`config.mk`:
```
export PLATFORM = sky130hd
export DESIGN_NAME = source_char_tokenizer_unit_flat
export DESIGN_NICKNAME = d
export VERILOG_FILES = /design/src/sctok_pkg.sv /design/src/sctok_byte_if.sv /design/src/sctok_tok_if.sv /design/src/sctok_scan.sv /design/src/sctok_rq.sv /design/src/source_char_tokenizer_unit.sv /design/src/flat_wrapper.sv
export SDC_FILE = /design/constraint.sdc
export NUM_CORES = 1
export LEC_CHECK = 0
export BUFFER_PORTS_ARGS = -buffer_cell sky130_fd_sc_hd__buf_2
export CORE_UTILIZATION = 45
export CTS_CLUSTER_SIZE = 20
export DETAILED_ROUTE_END_ITERATION = 8
export PLACE_DENSITY = 0.65
export RECOVER_POWER = 50
export SETUP_SLACK_MARGIN = 0.02
export SYNTH_ARGS = -nofsm -noshare
export SYNTH_HDL_FRONTEND = slang
export SYNTH_SLANG_ARGS = --single-unit
```
`constraint.sdc`:
```
create_clock -name clk -period 5.4 [get_ports clk]
set_clock_uncertainty 0.2 [all_clocks]
set_input_delay 1.08 -clock clk [delete_from_list [all_inputs] [get_ports clk]]
set_output_delay 1.08 -clock clk [all_outputs]
set_load 0.01 [all_outputs]
```
`src/sctok_pkg.sv`:
```
// sctok_pkg: shared types, constants and character-class helpers for the
// source character tokenizer. No dependencies.
package sctok_pkg;

	// Default widths of the position and length counters
	localparam int unsigned POSITION_BITS_DEF = 20;
	localparam int unsigned LENGTH_BITS_DEF   = 16;

	// Keyword table
	localparam int unsigned NUM_KW     = 5;
	localparam int unsigned KW_MAX_LEN = 6;

	// Result queue geometry
	localparam int unsigned RQ_DEPTH    = 4;
	localparam int unsigned RQ_PTR_BITS = $clog2(RQ_DEPTH);
	localparam int unsigned RQ_LVL_BITS = $clog2(RQ_DEPTH + 1);

	typedef enum logic [2:0] {
		KIND_KEYWORD = 3'd0,
		KIND_IDENT   = 3'd1,
		KIND_NUMBER  = 3'd2,
		KIND_PUNCT   = 3'd3,
		KIND_EOF     = 3'd4
	} kind_t;

	typedef enum logic [1:0] {
		SCAN_IDLE   = 2'd0,
		SCAN_IDENT  = 2'd1,
		SCAN_NUMBER = 2'd2
	} scan_mode_t;

	typedef logic [2:0] kw_idx_t;

	// Queue status seen by the input stage
	typedef struct packed {
		logic [RQ_LVL_BITS-1:0] level;
		logic                   room;
	} rq_stat_t;

	// Keyword spellings, zero padded: class, public, static, void, int
	localparam logic [7:0] KW_CHARS [NUM_KW][KW_MAX_LEN] = '{
		'{"c", "l", "a", "s", "s", 8'h00},
		'{"p", "u", "b", "l", "i", "c"},
		'{"s", "t", "a", "t", "i", "c"},
		'{"v", "o", "i", "d", 8'h00, 8'h00},
		'{"i", "n", "t", 8'h00, 8'h00, 8'h00}
	};
	localparam logic [2:0] KW_LEN [NUM_KW] = '{3'd5, 3'd6, 3'd6, 3'd4, 3'd3};

	localparam logic [7:0] CHAR_NEWLINE    = 8'h0A;
	localparam logic [7:0] CHAR_UNDERSCORE = 8'h5F;

	function automatic logic is_space(input logic [7:0] c);
		return (c == 8'h20) || (c >= 8'h09 && c <= 8'h0D);
	endfunction

	function automatic logic is_digit(input logic [7:0] c);
		return (c >= "0") && (c <= "9");
	endfunction

	function automatic logic is_alpha(input logic [7:0] c);
		return ((c >= "a") && (c <= "z")) || ((c >= "A") && (c <= "Z"));
	endfunction

	function automatic logic is_word(input logic [7:0] c);
		return is_alpha(c) || is_digit(c) || (c == CHAR_UNDERSCORE);
	endfunction

endpackage

```
`src/sctok_byte_if.sv`:
```
// sctok_byte_if: input channel of the tokenizer, one source byte or an
// end marker per item. Depends on nothing.
interface sctok_byte_if;
	logic       valid;
	logic       ready;
	logic [7:0] ch;
	logic       is_end;

	modport source (output valid, output ch, output is_end, input ready);
	modport sink (input valid, input ch, input is_end, output ready);
endinterface

```
`src/sctok_tok_if.sv`:
```
// sctok_tok_if: token channel of the tokenizer, one token report per item.
// Depends on sctok_pkg for default widths.
interface sctok_tok_if import sctok_pkg::*; #(
	parameter int unsigned POSITION_BITS = POSITION_BITS_DEF,
	parameter int unsigned LENGTH_BITS   = LENGTH_BITS_DEF
);
	logic                     valid;
	logic                     ready;
	logic [2:0]               kind;
	logic [LENGTH_BITS-1:0]   token_length;
	logic [POSITION_BITS-1:0] start_line;
	logic [POSITION_BITS-1:0] start_column;
	logic [2:0]               keyword_index;
	logic [7:0]               punct_byte;
	logic                     last_of_run;

	modport source (
		output valid, output kind, output token_length, output start_line,
		output start_column, output keyword_index, output punct_byte,
		output last_of_run, input ready
	);
	modport sink (
		input valid, input kind, input token_length, input start_line,
		input start_column, input keyword_index, input punct_byte,
		input last_of_run, output ready
	);
endinterface

```
`src/sctok_scan.sv`:
```
// sctok_scan: scanner state (mode, line/column, token start, length,
// keyword candidates) and the zero to two token reports of one byte.
// Depends on sctok_pkg.
module sctok_scan import sctok_pkg::*; #(
	parameter int unsigned POSITION_BITS = POSITION_BITS_DEF,
	parameter int unsigned LENGTH_BITS   = LENGTH_BITS_DEF,
	localparam int unsigned RES_BITS     = 3 + LENGTH_BITS + 2 * POSITION_BITS + 3 + 8 + 1
) (
	input  logic                clk,
	input  logic                arst_n,
	input  logic                step,
	input  logic [7:0]          ch,
	input  logic                is_end,
	output logic [1:0]          res_cnt,
	output logic [RES_BITS-1:0] res0,
	output logic [RES_BITS-1:0] res1
);

	localparam logic [POSITION_BITS-1:0] POS_MAX = {POSITION_BITS{1'b1}};
	localparam logic [LENGTH_BITS-1:0]   LEN_MAX = {LENGTH_BITS{1'b1}};
	localparam logic [POSITION_BITS-1:0] POS_ONE = POSITION_BITS'(1);
	localparam logic [LENGTH_BITS-1:0]   LEN_ONE = LENGTH_BITS'(1);

	scan_mode_t               mode_q, mode_d;
	logic [POSITION_BITS-1:0] line_q, line_d;
	logic [POSITION_BITS-1:0] col_q, col_d;
	logic [POSITION_BITS-1:0] start_col_q, start_col_d;
	logic [LENGTH_BITS-1:0]   len_q, len_d;
	logic [NUM_KW-1:0]        cand_q, cand_d;

	logic                     extend_c;
	logic [NUM_KW-1:0]        kw_next;
	logic [NUM_KW-1:0]        kw_first;
	logic [LENGTH_BITS-1:0]   len_inc;
	logic [POSITION_BITS-1:0] line_adv, col_adv;
	logic                     pend_valid;
	kind_t                    pend_kind;
	kw_idx_t                  pend_kw;
	logic [RES_BITS-1:0]      pend_res;
	logic [RES_BITS-1:0]      eof_res;
	logic [RES_BITS-1:0]      punct_res;
	logic                     is_punct;

	// Decide whether the byte continues the pending token
	always_comb begin
		unique case (mode_q)
			SCAN_IDENT:  extend_c = is_word(ch);
			SCAN_NUMBER: extend_c = is_digit(ch);
			default:     extend_c = 1'b0;
		endcase
	end

	// Keyword matcher: compare the byte at the current token position
	always_comb begin
		for (int i = 0; i < NUM_KW; i++) begin
			kw_next[i]  = (len_q < LENGTH_BITS'(KW_LEN[i])) &&
				(KW_CHARS[i][len_q[2:0]] == ch);
			kw_first[i] = (KW_CHARS[i][0] == ch);
		end
	end

	// Classify the pending token; a later keyword wins
	always_comb begin
		pend_kind = KIND_IDENT;
		pend_kw   = kw_idx_t'(0);
		for (int i = 0; i < NUM_KW; i++) begin
			if (cand_q[i] && (len_q == LENGTH_BITS'(KW_LEN[i]))) begin
				pend_kind = KIND_KEYWORD;
				pend_kw   = kw_idx_t'(i);
			end
		end
		unique case (mode_q)
			SCAN_IDENT:  pend_valid = 1'b1;
			SCAN_NUMBER: begin
				pend_valid = 1'b1;
				pend_kind  = KIND_NUMBER;
				pend_kw    = kw_idx_t'(0);
			end
			default:     pend_valid = 1'b0;
		endcase
	end

	// Saturating counters
	assign len_inc  = (len_q == LEN_MAX) ? len_q : len_q + LEN_ONE;
	assign line_adv = (ch == CHAR_NEWLINE) ?
		((line_q == POS_MAX) ? line_q : line_q + POS_ONE) : line_q;
	assign col_adv  = (ch == CHAR_NEWLINE) ? POS_ONE :
		((col_q == POS_MAX) ? col_q : col_q + POS_ONE);

	assign is_punct = !is_space(ch) && !is_word(ch);

	// Build the candidate reports
	assign pend_res  = {pend_kind, len_q, line_q, start_col_q, pend_kw, 8'h00, 1'b0};
	assign eof_res   = {KIND_EOF, LENGTH_BITS'(0), line_q, col_q, kw_idx_t'(0), 8'h00,
		1'b1};
	assign punct_res = {KIND_PUNCT, LEN_ONE, line_q, col_q, kw_idx_t'(0), ch, 1'b1};

	// Select the reports of this byte; flag the final one
	always_comb begin
		res_cnt = 2'd0;
		res0    = pend_res;
		res1    = eof_res;
		if (is_end) begin
			if (pend_valid) begin
				res_cnt = 2'd2;
			end else begin
				res_cnt = 2'd1;
				res0    = eof_res;
			end
		end else if (!extend_c) begin
			if (pend_valid && is_punct) begin
				res_cnt = 2'd2;
				res1    = punct_res;
			end else if (pend_valid) begin
				res_cnt = 2'd1;
				res0    = {pend_res[RES_BITS-1:1], 1'b1};
			end else if (is_punct) begin
				res_cnt = 2'd1;
				res0    = punct_res;
			end
		end
	end

	// Next scanner state
	always_comb begin
		mode_d      = mode_q;
		line_d      = line_q;
		col_d       = col_q;
		start_col_d = start_col_q;
		len_d       = len_q;
		cand_d      = cand_q;
		if (is_end) begin
			mode_d      = SCAN_IDLE;
			line_d      = POS_ONE;
			col_d       = POS_ONE;
			start_col_d = POS_ONE;
			len_d       = LENGTH_BITS'(0);
			cand_d      = '1;
		end else if (extend_c) begin
			if (mode_q == SCAN_IDENT) begin
				cand_d = cand_q & kw_next;
			end
			len_d  = len_inc;
			line_d = line_adv;
			col_d  = col_adv;
		end else begin
			mode_d = SCAN_IDLE;
			if (is_alpha(ch) || (ch == CHAR_UNDERSCORE)) begin
				mode_d      = SCAN_IDENT;
				start_col_d = col_q;
				len_d       = LEN_ONE;
				cand_d      = kw_first;
			end else if (is_digit(ch)) begin
				mode_d      = SCAN_NUMBER;
				start_col_d = col_q;
				len_d       = LEN_ONE;
				cand_d      = '1;
			end
			line_d = line_adv;
			col_d  = col_adv;
		end
	end

	// State registers, advanced once per processed item
	always_ff @(posedge clk or negedge arst_n) begin
		if (!arst_n) begin
			mode_q      <= SCAN_IDLE;
			line_q      <= POS_ONE;
			col_q       <= POS_ONE;
			start_col_q <= POS_ONE;
			len_q       <= LENGTH_BITS'(0);
			cand_q      <= '1;
		end else if (step) begin
			mode_q      <= mode_d;
			line_q      <= line_d;
			col_q       <= col_d;
			start_col_q <= start_col_d;
			len_q       <= len_d;
			cand_q      <= cand_d;
		end
	end

	// A token in progress always holds at least one byte
	a_len_nonzero: assert property (@(posedge clk) disable iff (!arst_n)
		(mode_q != SCAN_IDLE) |-> (len_q != LENGTH_BITS'(0)))
		else $error("token in progress with zero length");

	// End of source returns the scanner to its reset position
	a_end_resets: assert property (@(posedge clk) disable iff (!arst_n)
		(step && is_end) |=> (mode_q == SCAN_IDLE) && (line_q == POS_ONE) &&
		(col_q == POS_ONE))
		else $error("end of source did not reset scanner");

	// A pair of reports always closes on the second
	a_pair_last: assert property (@(posedge clk) disable iff (!arst_n)
		(res_cnt == 2'd2) |-> (res1[0] && !res0[0]))
		else $error("last flag misplaced on report pair");

endmodule

```
`src/sctok_rq.sv`:
```
// sctok_rq: small result queue that takes up to two reports a cycle and
// hands out one per pop. Depends on sctok_pkg for depth and status type.
module sctok_rq import sctok_pkg::*; #(
	parameter int unsigned W = 8
) (
	input  logic         clk,
	input  logic         arst_n,
	input  logic [1:0]   push_cnt,
	input  logic [W-1:0] d0,
	input  logic [W-1:0] d1,
	input  logic         pop,
	output logic         valid,
	output logic [W-1:0] head,
	output rq_stat_t     stat
);

	logic [W-1:0]           mem_q [RQ_DEPTH];
	logic [RQ_PTR_BITS-1:0] wr_q, rd_q;
	logic [RQ_PTR_BITS-1:0] wr_nxt;
	logic [RQ_LVL_BITS-1:0] level_q;

	assign wr_nxt     = wr_q + RQ_PTR_BITS'(1);
	assign valid      = (level_q != RQ_LVL_BITS'(0));
	assign head       = mem_q[rd_q];
	assign stat.level = level_q;
	assign stat.room  = (level_q <= RQ_LVL_BITS'(RQ_DEPTH - 2));

	// Store pushed reports
	always_ff @(posedge clk) begin
		if (push_cnt != 2'd0) begin
			mem_q[wr_q] <= d0;
		end
		if (push_cnt == 2'd2) begin
			mem_q[wr_nxt] <= d1;
		end
	end

	// Advance pointers and fill level
	always_ff @(posedge clk or negedge arst_n) begin
		if (!arst_n) begin
			wr_q    <= '0;
			rd_q    <= '0;
			level_q <= '0;
		end else begin
			wr_q    <= wr_q + RQ_PTR_BITS'(push_cnt);
			rd_q    <= rd_q + RQ_PTR_BITS'(pop);
			level_q <= level_q + RQ_LVL_BITS'(push_cnt) - RQ_LVL_BITS'(pop);
		end
	end

endmodule

```
`src/source_char_tokenizer_unit.sv`:
```
// source_char_tokenizer_unit: top level of the streaming tokenizer.
// Depends on sctok_pkg, sctok_byte_if, sctok_tok_if, sctok_scan, sctok_rq.
//
//   channel   dir  item                     fields
//   byte_ch   in   one source byte / end    ch, is_end
//   tok_ch    out  one token report         kind, token_length, start_line,
//                                           start_column, keyword_index,
//                                           punct_byte, last_of_run
//
// One byte is accepted per cycle. From the input register the scanner
// updates its state and writes zero, one or two reports into a four-entry
// queue; reports leave one per cycle while tok_ch is ready, so the
// sustained rate is one byte per cycle while bytes average at most one token.
// The input register holds its byte whenever the queue lacks room for two.
// Reset clears the scanner to line 1, column 1 and empties the queue.
module source_char_tokenizer_unit import sctok_pkg::*; #(
	parameter int unsigned POSITION_BITS = POSITION_BITS_DEF,
	parameter int unsigned LENGTH_BITS   = LENGTH_BITS_DEF
) (
	input logic         clk,
	input logic         arst_n,
	sctok_byte_if.sink  byte_ch,
	sctok_tok_if.source tok_ch
);

	localparam int unsigned RES_BITS = 3 + LENGTH_BITS + 2 * POSITION_BITS + 3 + 8 + 1;
	localparam int unsigned PB_LO    = 1;
	localparam int unsigned KW_LO    = PB_LO + 8;
	localparam int unsigned COL_LO   = KW_LO + 3;
	localparam int unsigned LINE_LO  = COL_LO + POSITION_BITS;
	localparam int unsigned LEN_LO   = LINE_LO + POSITION_BITS;
	localparam int unsigned KIND_LO  = LEN_LO + LENGTH_BITS;

	logic                valid_s1;
	logic [7:0]          ch_s1;
	logic                end_s1;
	logic                move_s1;
	logic                take;
	logic [1:0]          res_cnt;
	logic [RES_BITS-1:0] res0, res1;
	logic [RES_BITS-1:0] head;
	rq_stat_t            rq_stat;

	// Input stage moves on when the queue can take two reports
	assign move_s1       = valid_s1 && rq_stat.room;
	assign byte_ch.ready = !valid_s1 || rq_stat.room;
	assign take          = byte_ch.valid && byte_ch.ready;

	always_ff @(posedge clk or negedge arst_n) begin
		if (!arst_n) begin
			valid_s1 <= 1'b0;
		end else if (take) begin
			valid_s1 <= 1'b1;
		end else if (move_s1) begin
			valid_s1 <= 1'b0;
		end
	end

	// Hold the item payload
	always_ff @(posedge clk) begin
		if (take) begin
			ch_s1  <= byte_ch.ch;
			end_s1 <= byte_ch.is_end;
		end
	end

	sctok_scan #(
		.POSITION_BITS(POSITION_BITS),
		.LENGTH_BITS  (LENGTH_BITS)
	) u_scan (
		.clk    (clk),
		.arst_n (arst_n),
		.step   (move_s1),
		.ch     (ch_s1),
		.is_end (end_s1),
		.res_cnt(res_cnt),
		.res0   (res0),
		.res1   (res1)
	);

	sctok_rq #(
		.W(RES_BITS)
	) u_rq (
		.clk     (clk),
		.arst_n  (arst_n),
		.push_cnt(move_s1 ? res_cnt : 2'd0),
		.d0      (res0),
		.d1      (res1),
		.pop     (tok_ch.valid && tok_ch.ready),
		.valid   (tok_ch.valid),
		.head    (head),
		.stat    (rq_stat)
	);

	// Unpack the queue head onto the token channel
	assign tok_ch.kind          = head[KIND_LO +: 3];
	assign tok_ch.token_length  = head[LEN_LO +: LENGTH_BITS];
	assign tok_ch.start_line    = head[LINE_LO +: POSITION_BITS];
	assign tok_ch.start_column  = head[COL_LO +: POSITION_BITS];
	assign tok_ch.keyword_index = head[KW_LO +: 3];
	assign tok_ch.punct_byte    = head[PB_LO +: 8];
	assign tok_ch.last_of_run   = head[0];

	// A byte waiting on a full queue stays put
	a_s1_hold: assert property (@(posedge clk) disable iff (!arst_n)
		(valid_s1 && !rq_stat.room) |=> (valid_s1 && $stable(ch_s1) && $stable(end_s1)))
		else $error("input stage lost its byte while stalled");

	// Queue never overfills
	a_rq_bound: assert property (@(posedge clk) disable iff (!arst_n)
		rq_stat.level <= RQ_LVL_BITS'(RQ_DEPTH))
		else $error("result queue overflow");

	// End token always closes its run
	a_eof_last: assert property (@(posedge clk) disable iff (!arst_n)
		(tok_ch.valid && (tok_ch.kind == KIND_EOF)) |-> tok_ch.last_of_run)
		else $error("end token without last flag");

endmodule
```
`src/flat_wrapper.sv`:
```
// flat-port wrapper written by rule: the top's interface ports become plain ports
module source_char_tokenizer_unit_flat import sctok_pkg::*;
#(
	parameter int unsigned POSITION_BITS = POSITION_BITS_DEF,
	parameter int unsigned LENGTH_BITS   = LENGTH_BITS_DEF
)
  (clk, arst_n, byte_ch_valid, byte_ch_ch, byte_ch_is_end, byte_ch_ready, tok_ch_valid, tok_ch_kind, tok_ch_token_length, tok_ch_start_line, tok_ch_start_column, tok_ch_keyword_index, tok_ch_punct_byte, tok_ch_last_of_run, tok_ch_ready);
  sctok_byte_if byte_ch_i ();
  sctok_tok_if #(.POSITION_BITS(POSITION_BITS), .LENGTH_BITS(LENGTH_BITS)) tok_ch_i ();
  input logic clk;
  input logic arst_n;
  input wire logic [$bits(byte_ch_i.valid)-1:0] byte_ch_valid;
  input wire logic [$bits(byte_ch_i.ch)-1:0] byte_ch_ch;
  input wire logic [$bits(byte_ch_i.is_end)-1:0] byte_ch_is_end;
  output wire logic [$bits(byte_ch_i.ready)-1:0] byte_ch_ready;
  output wire logic [$bits(tok_ch_i.valid)-1:0] tok_ch_valid;
  output wire logic [$bits(tok_ch_i.kind)-1:0] tok_ch_kind;
  output wire logic [$bits(tok_ch_i.token_length)-1:0] tok_ch_token_length;
  output wire logic [$bits(tok_ch_i.start_line)-1:0] tok_ch_start_line;
  output wire logic [$bits(tok_ch_i.start_column)-1:0] tok_ch_start_column;
  output wire logic [$bits(tok_ch_i.keyword_index)-1:0] tok_ch_keyword_index;
  output wire logic [$bits(tok_ch_i.punct_byte)-1:0] tok_ch_punct_byte;
  output wire logic [$bits(tok_ch_i.last_of_run)-1:0] tok_ch_last_of_run;
  input wire logic [$bits(tok_ch_i.ready)-1:0] tok_ch_ready;
  assign byte_ch_i.valid = byte_ch_valid;
  assign byte_ch_i.ch = byte_ch_ch;
  assign byte_ch_i.is_end = byte_ch_is_end;
  assign byte_ch_ready = byte_ch_i.ready;
  assign tok_ch_valid = tok_ch_i.valid;
  assign tok_ch_kind = tok_ch_i.kind;
  assign tok_ch_token_length = tok_ch_i.token_length;
  assign tok_ch_start_line = tok_ch_i.start_line;
  assign tok_ch_start_column = tok_ch_i.start_column;
  assign tok_ch_keyword_index = tok_ch_i.keyword_index;
  assign tok_ch_punct_byte = tok_ch_i.punct_byte;
  assign tok_ch_last_of_run = tok_ch_i.last_of_run;
  assign tok_ch_i.ready = tok_ch_ready;
  source_char_tokenizer_unit #(.POSITION_BITS(POSITION_BITS), .LENGTH_BITS(LENGTH_BITS)) u_core (.clk(clk), .arst_n(arst_n), .byte_ch(byte_ch_i), .tok_ch(tok_ch_i));
endmodule
```
# --- Word level (Yosys, flattened, before mapping) ---
# Memories as Yosys holds them, arrays and structs flattened.
# Index checks and enable logic that the tools add are counted.
totals:
  output_inout_bits: 73
  reg_bits: 100
  elab_cells: 180
  latch_bits: 0
  romBits: 320
  memories: 6
  ram_bits: 284
op_classes:
  n_shift: 0
  n_reduce_logical: 41
  mul: 0
  add_sub_neg: 8
  div: 0
  bitwise: 2
  n_eq_ne: 28
  n_mux: 69
  n_lt_le_gt_ge: 14
mem_list:
  columns: ["memory", "words", "word_bits", "read_ports", "rd_ports_with_merged_regs", "write_ports", "line_no", "rtl"]
  rows:
  - ["u_core.u_rq.mem_q", 4, 71, 1, 0, 2, "sctok_rq.sv:17", "logic [W-1:0] mem_q [RQ_DEPTH];"]
  - ["(name not given)", 8, 8, 1, 0, 0, "sctok_scan.sv:57", "(KW_CHARS[i][len_q[2:0]] == ch);"]
  - ["(name not given)", 8, 8, 1, 0, 0, "sctok_scan.sv:57", null]
  - ["(name not given)", 8, 8, 1, 0, 0, "sctok_scan.sv:57", null]
  - ["(name not given)", 8, 8, 1, 0, 0, "sctok_scan.sv:57", null]
  - ["(name not given)", 8, 8, 1, 0, 0, "sctok_scan.sv:57", null]
ops:
  columns: ["op", "n"]
  rows:
  - ["71-bit 2-to-1 mux", 9]
  - ["20-bit 2-to-1 mux", 10]
  - ["16-bit 2-to-1 mux", 5]
  - ["8-bit 2-to-1 mux", 10]
  - ["16-bit by 3-bit == test with 1-bit output (second input constant)", 3]
  - ["16-bit by 3-bit < comparator with 1-bit output (second input constant)", 3]
  - ["20-bit by 1-bit adder with 20-bit output (second input constant)", 2]
  - ["20-bit == test (second input constant)", 2]
  - ["7-bit by 8-bit == test with 1-bit output (first input constant)", 5]
  - ["8-bit == test", 5]
  - ["3-bit 2-to-1 mux", 9]
  - ["5-bit 2-to-1 mux", 5]
  - ["1-bit logical AND", 19]
  - ["2-bit 2-to-1 mux", 9]
  - ["16-bit by 1-bit adder with 16-bit output (second input constant)", 1]
  - ["16-bit == test (second input constant)", 1]
  - ["16-bit by 2-bit == test with 1-bit output (second input constant)", 1]
  - ["8-bit by 7-bit greater-or-equal comparator with 1-bit output (second input constant)", 2]
  - ["8-bit by 7-bit less-or-equal comparator with 1-bit output (second input constant)", 2]
  - ["16-bit by 2-bit < comparator with 1-bit output (second input constant)", 1]
  - ["3-bit AND reduction", 4]
  - ["1-bit 2-to-1 mux", 11]
  - ["8-bit by 4-bit == test with 1-bit output (second input constant)", 1]
  - ["8-bit by 6-bit == test with 1-bit output (second input constant)", 1]
  - ["27 further kinds", 41]

# --- Logic depth before layout (Yosys ltp) ---
depth:
  ltp_word: 16
  mapped_depth: 14
  mapped_depth_nobuf: 13

# --- Modules after synthesis ---
# A second synthesis with hierarchy kept.
hier_totals:
  hier_cells: 1432
  area_unflattened_um2: 20709.9
by_module_without_submodules:
  columns: ["module", "area_each_um2", "seq_area_each_um2", "cells_per_inst", "n_inst"]
  rows:
  - ["sctok_rq", 14073.5, 8703.3, 725, 1]
  - ["sctok_scan", 6287.3, 2087.0, 690, 1]
  - ["source_char_tokenizer_unit", 349.1, 295.3, 17, 1]

# --- Worst setup path before layout ---
# Ideal clock, no wire load.
synth_timing:
  kind: "register -> register"
  startpoint: "register u_core.ch_s1[4]"
  endpoint: "memory u_core.u_rq.mem_q[0][12] in the netlist's numbering (enable)"
  path_stages_with_launch: 15
  arrival_ns: 4.267
  synth_period_minus_slack_ns: 4.873
  setup_slack_ns: 0.527
  path_cell_list: "edfxtp_1 > buf_6 > or4_4 > nor3b_1 > o21a_1 > or2_1 > inv_2 > fa_1 > nand3_1 > a211oi_4 > o21bai_2 > and2_4 > buf_6 > buf_6 > inv_1"
synth_rtl:
  columns: ["element", "line_no", "rtl"]
  rows:
  - ["start, declared", "source_char_tokenizer_unit.sv:35", "logic [7:0] ch_s1;"]
  - ["start signal, assigned", "source_char_tokenizer_unit.sv:62", "ch_s1 <= byte_ch.ch;"]
  - ["end, declared", "sctok_rq.sv:17", null]

==> metrics.txt <==
Worst setup EP type=flip-flop; RSZ-0062 raised after global routing=false; placed wire-length estimate=28.4 mm; Buffers on Ports=85; sw frac=0.360; area leader, netlist=edfxtp_1; Max-Cap Viols=2; main combinational cell family by area after synthesis=compound AO/OA/AOI/OAI gates; Seq cells post-synth=384; portion of netlist area occupied by mux cells=0.0915; Nets=1519; Clock Tree Root=clkbuf_16; Initial Util=0.457; Pwr per Cell Area=507 nW/µm²; register area share after synthesis=0.569; Pint=0.00656 W; hold_buf cts=0; Max Fclk=0.209 GHz; Die Width=203 µm; post-layout util=0.509; via count=12199; Net Count, Synth=1485; total track usage=0.218; largest net degree at the start of global routing=57; Core Region=39700 µm²; total global routing overflow=0; CTS tree=yes; number of fill cells=3446; Clock power frac=0.268; vias per cell=5.97; Max Transition Viols Final=109; min-delay worst type=reg -> reg; Synth area leaders=edfxtp_1, dfrtp_1, mux4_2, dfxtp_1, a22o_1; Worst Setup Path Type=reg -> reg; failing checks=max-capacitance violations, max-slew violations; syn_area_per_cell=12.5 µm²; Syn Std Cell Area=18200 µm²; WP data required=5450 ps; Post-synth ARST share=0.237; share of layout cells above drive strength 1=0.138; top-count cell post-synth=edfxtp_1; area growth from synthesis to layout=11.4%; number of flops mapped to enable cells by yosys=217; number of distinct library cells after synthesis=77; most frequent cells after synthesis=edfxtp_1, a22o_1, nor2_1, dfrtp_1, clkbuf_1; top cell type's share of synthesized area=0.359; Data arrival, critical path=4830 ps; first-pass GRT wire length=69.8 mm; vias in the first global route=12173; row cnt=73; # diodes=0; complex-gate fraction of the synthesized area=0.144; gpl congestion=0.834; simple-gate area share of the yosys netlist=0.123; Worst setup SP type=flip-flop; final wirelength=44.3 mm; outcome=finished, violations left; critical path peak fanout=39; minimum clock period=4780 ps; deepest clock path buffer count=3; Routed WL per cell=21.7 µm; post-CTS setup buffer count=0; die area=41200 µm²; worst-skew pair later-pin latency=570 ps; CTS clk-pin slew, worst paths=60 ps; CTS resizes=0; Flop pwr share=0.412; Boundary Pins=86; Slew @ Worst Pin=3450 ps; cts bufs inserted=40; H-Tree Depth=2; Gate power share=0.320; post-synthesis xor/xnor area fraction=0.0203; Pleak=7.20 nW; drt pass-1 iters=5; chip height=203 µm; Main synth FF type=edfxtp_1; Final period util=0.886; clk sink count=384; final antenna-violating net count=0; Slew headroom=-1.30; Yosys warning count=0; Setup violations, final=0; Psw=0.00369 W; DR iter-0 viols=1046; Gate Count Post-Synth=1452; Worst IR Drop VDD=0.447 mV; post-synthesis adder-cell area fraction=0.0146; setup TNS=0 ps; DRC violations left=0; initial antenna violation count=0; final hold violation count=0
[path summary, 6_finish.rpt]
path	from	end	slack (ps)	depth (start not counted)
worst max-delay path	u_core.ch_s1[1]	u_core.u_rq.mem_q[0][31]	620	13
worst min-delay path	u_core.u_rq.mem_q[1][57]	u_core.u_rq.mem_q[1][57]	270	1
max in group asynchronous	arst_n	u_core.u_rq.rd_q[0]	1090	1
worst min register to register	u_core.u_rq.mem_q[1][57]	u_core.u_rq.mem_q[1][57]	270	1
worst max register to register	u_core.ch_s1[1]	u_core.u_rq.mem_q[0][31]	620	13
min in group asynchronous	arst_n	u_core.u_scan.len_q[8]	1490	1
[routing by layer]
metal	wire length (µm)	share of wire	vias up	global-route usage
met1	19500	0.44	6157	0.299
met3	2490	0.056	72	0.0284
met2	21200	0.48	418	0.358
met4	1160	0.026	0	0.0749
li1	-	-	5552	-
met5	0	0	-	0
[registers in the layout, indices dropped and copies added, names as in the netlist, 2 cells and up]
name,cells
u_core.u_rq.mem_q,284
u_core.u_scan.col_q,20
u_core.u_scan.line_q,20
u_core.u_scan.start_col_q,20
u_core.u_scan.len_q,16
u_core.ch_s1,8
u_core.u_scan.cand_q,5
u_core.u_rq.level_q,3
u_core.u_rq.rd_q,2
u_core.u_rq.wr_q,2
u_core.u_scan.mode_q,2
[placed cells by master (no fill, tap or decap), types with 7 or more instances in the layout]
master	instances
mux4_2	71
clkbuf_1	92
and2_0	17
nand2_1	69
o31ai_1	7
a22o_1	167
or3_1	13
dfstp_2	7
xor2_1	13
o21ai_0	69
nor2b_1	42
nand3_1	28
nor4_1	14
buf_4	20
buf_2	15
and2_1	62
and3_1	7
nand2b_1	11
dfxtp_1	76
dfrtp_1	81
ha_1	18
a21oi_1	38
xnor2_1	29
inv_1	23
nor3_1	26
clkbuf_16	42
buf_12	7
nor2_1	85
nand4_1	23
edfxtp_1	217
[layout make-up]
cell class | count | area (µm²) | area share
sequential | 384 | 10300 | 0.511
timing repair buffer | 125 | 684 | 0.0338
clock buffer | 62 | 1170 | 0.0578
inverter | 30 | 113 | 0.00557
tap | 525 | 657 | 0.0325
clock inverter | 12 | 143 | 0.00705
multi-input combinational | 905 | 7140 | 0.353
[through the flow]
step | instance area, µm² | std cells | power (W) | worst slack, ps | hold WS (ps)
final | 20200 | 2043 | 0.0103 | 616 | 274
after global routing | 20200 | 2043 | 0.0107 | 257 | 289
after CTS | 20400 | 2043 | 0.0104 | 701 | 272
after detailed placement | 19100 | 1969 | 0.00769 | 705 | 252
after global placement | 19100 | 1969 | 0.00761 | 772 | 244
after floorplan | 18200 | 1452 | 0.00637 | 527 | 227
[power by group through the flow]
| stage | Combinational, W | Sequential (W) | Clock [W] |
|---|---|---|---|
| after floorplan | 0.00243 | 0.00394 | 0 |
| after global placement | 0.00335 | 0.00427 | 0 |
| after detailed placement | 0.00339 | 0.00430 | 0 |
| after CTS | 0.00340 | 0.00424 | 0.00280 |
| after global routing | 0.00353 | 0.00430 | 0.00290 |
| final | 0.00328 | 0.00422 | 0.00275 |
[logic make-up after synthesis]
group                    count (synthesis)
AO/OA/AOI/OAI                          344
AND/OR/NAND/NOR                        422
buffers and inverters                  163
adder cells (fa/ha/maj)                 20
XOR/XNOR                                42
multiplexers                            77
flip-flops                             384
[critical path: stages, from the launching register on]
cell and delay [ps]:
edfxtp_1 500, buf_4 260, o21ai_0 260, and2_0 220
o21bai_4 230, or2_0 330, inv_2 120, fa_1 590
nand3_1 150, a211oi_4 480, o21bai_2 160, and2_4 350
inv_2 270, buf_4 320
Power figures use the tool's default switching activity.
